[src/hw/rtl/prq_pkg.sv]
`timescale 1ns / 1ps
// ----------------------------------------------------------------------------
// prq_pkg
// Types and constants of the priority ready queue.
// ----------------------------------------------------------------------------
package prq_pkg;

	localparam int FUNC_W     = 2;
	localparam int ID_W       = 6;
	localparam int LVL_W      = 8;
	localparam int CNT_W      = 7;
	localparam int TASKS_DEF  = 64;
	localparam int LEVELS_DEF = 256;

	typedef enum logic [FUNC_W-1:0] {
		FUNC_ENQ = 2'd0,
		FUNC_DEQ = 2'd1,
		FUNC_REQ = 2'd2
	} func_t;

	typedef enum logic [2:0] {
		CMD_HOLD,
		CMD_INSERT,
		CMD_REMOVE,
		CMD_COMPACT,
		CMD_ROTATE
	} cell_cmd_t;

	typedef enum logic [2:0] {
		ST_IDLE,
		ST_DECODE,
		ST_COMPACT,
		ST_ROTATE,
		ST_DONE
	} state_t;

	typedef struct packed {
		logic             v;
		logic [ID_W-1:0]  id;
		logic [LVL_W-1:0] lvl;
	} cell_t;

	// Broadcast from the controller to every cell.
	typedef struct packed {
		cell_cmd_t        cmd;
		logic [ID_W-1:0]  id;
		logic [LVL_W-1:0] lvl;
		logic             front;
		logic [ID_W-1:0]  head_id;
	} cell_ctl_t;

	// What a cell shows to the controller and its neighbors.
	typedef struct packed {
		logic flag;
		logic seg;
		logic head;
		logic tail;
		logic hit;
	} cell_stat_t;

endpackage

[src/hw/rtl/prq_cell.sv]
`timescale 1ns / 1ps
// ----------------------------------------------------------------------------
// prq_cell
// One slot of the sorted task chain: valid, task id and level.
// ----------------------------------------------------------------------------
module prq_cell
	import prq_pkg::*;
(
	input  logic       clk,
	input  logic       arst_n,
	input  cell_ctl_t  ctl,
	input  cell_t      left,
	input  cell_stat_t left_stat,
	input  cell_t      right,
	input  cell_stat_t right_stat,
	output cell_t      data,
	output cell_stat_t stat
);

	cell_t data_q;
	cell_t data_nxt;

	always_comb begin
		stat.flag = data_q.v && (ctl.front ? (data_q.lvl > ctl.lvl) : (data_q.lvl >= ctl.lvl));
		stat.seg  = data_q.v && (data_q.lvl == ctl.lvl);
		stat.head = stat.seg && !left_stat.seg;
		stat.tail = stat.seg && !right_stat.seg;
		stat.hit  = data_q.v && (data_q.id == ctl.id);
	end

	always_comb begin
		data_nxt = data_q;
		unique case (ctl.cmd)
			CMD_INSERT: begin
				// chain is sorted, so the flags form a prefix
				if (!stat.flag) begin
					if (left_stat.flag) begin
						data_nxt = '{v: 1'b1, id: ctl.id, lvl: ctl.lvl};
					end else begin
						data_nxt = left;
					end
				end
			end
			CMD_REMOVE: begin
				if (stat.hit) begin
					data_nxt.v = 1'b0;
				end
			end
			CMD_COMPACT: begin
				// the single hole moves one slot toward the end
				if (!data_q.v && right.v) begin
					data_nxt = right;
				end else if (data_q.v && !left.v) begin
					data_nxt.v = 1'b0;
				end
			end
			CMD_ROTATE: begin
				if (stat.tail) begin
					data_nxt = '{v: 1'b1, id: ctl.head_id, lvl: ctl.lvl};
				end else if (stat.seg) begin
					data_nxt = right;
				end
			end
			default: begin
				data_nxt = data_q;
			end
		endcase
	end

	always_ff @(posedge clk or negedge arst_n) begin
		if (!arst_n) begin
			data_q <= '0;
		end else begin
			data_q <= data_nxt;
		end
	end

	assign data = data_q;

endmodule

[config.mk]
export PLATFORM = sky130hd
export DESIGN_NAME = prq_cell
export DESIGN_NICKNAME = d
export VERILOG_FILES = /design/src/hw/rtl/prq_pkg.sv /design/src/hw/rtl/prq_cell.sv
export SDC_FILE = /design/constraint.sdc
export NUM_CORES = 1
export LEC_CHECK = 0
export BUFFER_PORTS_ARGS = -buffer_cell sky130_fd_sc_hd__buf_4
export CAP_MARGIN = 20
export CORE_MARGIN = 4
export CORE_UTILIZATION = 44
export DETAILED_ROUTE_END_ITERATION = 12
export PLACE_DENSITY = 0.81
export REMOVE_ABC_BUFFERS = 1
export SETUP_SLACK_MARGIN = 0.05
export SYNTH_ARGS = -nofsm -noshare
export SYNTH_HDL_FRONTEND = slang
export SYNTH_SLANG_ARGS = --single-unit
[constraint.sdc]
create_clock -name clk -period 2.9 [get_ports clk]
set_input_delay 0.145 -clock clk [delete_from_list [all_inputs] [get_ports clk]]
set_output_delay 0.145 -clock clk [all_outputs]
set_load 0.01 [all_outputs]
==> results.json <==
{
  "status": "complete, no violations",
  "worstSetupPathType": "reg -> reg",
  "postCtsSetupRepairBufs": 0,
  "multi_input_area_um2": 988,
  "synth-seq-cells": 15,
  "layout_common_cells": "buf_4, dfrtp_1, nor2_1, a221o_1, inv_1",
  "post-route-min-period_ns": 2.41,
  "holdBufCountCts": 1,
  "hp-class": "in -> reg",
  "stdcell_count": 272,
  "clk_latency_ns": 0.30,
  "via_per_inst": 5.36,
  "maxCapViolCount": 0,
  "numCtsBuffers": 3,
  "drt-pass1-iter-count": 4,
  "start_util": 0.470,
  "final-hold-violation-count": 0,
  "finClkSkew_ns": 0.00857,
  "routedWlPerCell_um": 15.4,
  "syn_avg_cell_area_um2": 9.73,
  "final-seq-area_um2": 375,
  "power_frac_clock": 0.135,
  "p_int_w": 0.000627,
  "rows": 20,
  "fin_setup_tns_ns": 0,
  "ys_warn_count": 0,
  "grt_max_degree": 18,
  "arrival_ns": 2.60,
  "netlist_area_um2": 1470,
  "fillers": 286,
  "ant_nets": 0,
  "synthToLayoutAreaGrowth_pct": 43.3,
  "max_freq_mhz": 416,
  "synth_edf_count": 0,
  "clkTransAtPathRegs_ns": 0.11,
  "async_flop_share": 1.00,
  "cts_tree": "yes",
  "rsz0062_at_grt": "false",
  "worst_pin_slew_ns": 0.688,
  "grt_pass1_vias": 1529,
  "port_buffers": 78,
  "fp.dieW_um": 65.8,
  "p_per_area_nw_per_um2": 475,
  "start_kind": "flip-flop",
  "cts_resized": 0,
  "report.final.slew_viol_count": 0,
  "synth-main-ff-cell": "dfrtp_1",
  "io_pins": 86,
  "die_h_um": 65.8,
  "drc": 0,
  "switching_share": 0.372,
  "gp_congestion": 0.881,
  "crit_path_max_fanout": 14,
  "first_iter_violations": 74,
  "min_period_over_period": 0.830,
  "synth_cell_types": 43,
  "synthCells": 151,
  "largest_reg_flops": 15,
  "p_seq_frac": 0.335,
  "dp_hpwl_um": 3280,
  "core_um2": 3130,
  "grt_pass1_wl_um": 6820,
  "grtUsageTotal": 0.205,
  "drive_gt1_frac": 0.461,
  "clock_sinks": 15,
  "dpl.cell_count": 267,
  "htree_num_levels": 1,
  "grt.overflow.total": 0,
  "nNetsFinal": 303,
  "ir_drop_uv": 249,
  "dieArea_um2": 4330,
  "via_count": 1459,
  "layout_commonest_cell": "buf_4",
  "clk_path_buf_depth": 2,
  "cts_root_buf": "clkbuf_4",
  "setup_violations": 0,
  "maxSlewHeadroom": 0.541,
  "p_leak_nw": 1.08,
  "antenna_found_initial": 0,
  "wl_um": 4200,
  "synth.yosys.seq_area_share": 0.256,
  "combPwrFrac": 0.530,
  "worstSetupEndpointType": "flip-flop",
  "num_antenna_cells": 0,
  "crit_required_ns": 3.09,
  "power_switching_w": 0.000372
}
-- power groups by stage --
stage	Clock, W	Combinational [W]	Sequential, W
3_5_place_dp	0	0.000532	0.000339
4_1_cts	0.000138	0.000535	0.000336
6_report	0.000135	0.000529	0.000335
5_1_grt	0.000146	0.000583	0.000345
2_1_floorplan	0	0.000262	0.000359
3_3_place_gp	0	0.000519	0.000338
-- routing by layer --
layer	share of wire	vias to the layer above	GRT usage
li1	-	717	-
met1	0.42	685	0.248
met2	0.50	53	0.358
met3	0.076	4	0.0612
met4	0.0045	0	0.0363
met5	0	-	0
-- cell usage after synthesis (all sizes together) (2+ instances only) --
library cell	number	share of area
dfrtp	15	0.26
a221o	13	0.089
mux2	13	0.12
nor2	13	0.033
inv	12	0.031
mux2i	9	0.061
nand2	9	0.028
ha	8	0.068
o2bb2ai	7	0.042
buf	6	0.036
o21ai	6	0.023
nand2b	5	0.026
xor2	5	0.030
a21oi	4	0.014
nand4	3	0.017
nor3	3	0.018
a21o	2	0.010
clkbuf	2	0.0051
-- metrics by stage --
step / hold slack, ns / util / cell area, µm² / power [W] / setup slack [ns]
after floorplan: -0.151 / - / 1410 / 0.000621 / 0.405
after global placement: 0.0166 / 0.660 / 2060 / 0.000857 / 0.557
after detailed placement: 0.0162 / 0.660 / 2060 / 0.000871 / 0.507
after CTS: 0.153 / 0.673 / 2100 / 0.00101 / 0.476
after global routing: 0.160 / 0.673 / 2100 / 0.00107 / 0.251
final: 0.153 / 0.673 / 2100 / 0.000999 / 0.494
-- critical path, stage by stage (launching register included) --
cell and delay, ns:
dfrtp_1 0.41, ha_1 0.32, nand4_1 0.25, o31ai_1 0.33
nor3_1 0.08, o21ai_0 0.10, and3_1 0.18, buf_4 0.26
mux2_2 0.36
-- cell families (layout without fill, tap and decap cells) --
logic type,after synthesis,count (layout),synth area share
simple gates,42,42,0.177
flops,15,15,0.256
fa+ha+maj,8,8,0.0681
compound gates,38,38,0.208
buf+inv,20,97,0.0715
mux,22,22,0.184
xor+xnor,6,6,0.0358
-- final timing paths --
kind / start / to / slack [ns] / cells after the start
max: data[3] / data[6] / 0.49 / 8
min: right[0] / data[0] / 0.15 / 3
max reg2reg: data[3] / data[6] / 0.49 / 8
min reg2reg: data[5] / data[5] / 0.55 / 1
max in group asynchronous: arst_n / data[6] / 2.48 / 2
min in group asynchronous: arst_n / data[0] / 0.23 / 2
-- layout make-up --
cell class,count,share of cell area
Multi-Input combinational cell,116,0.470
Timing Repair Buffer,81,0.290
Sequential cell,15,0.178
Tap cell,44,0.0262
Inverter,12,0.0214
Clock buffer,3,0.0107
Clock inverter,1,0.00357
Power figures use the tool's default switching activity.
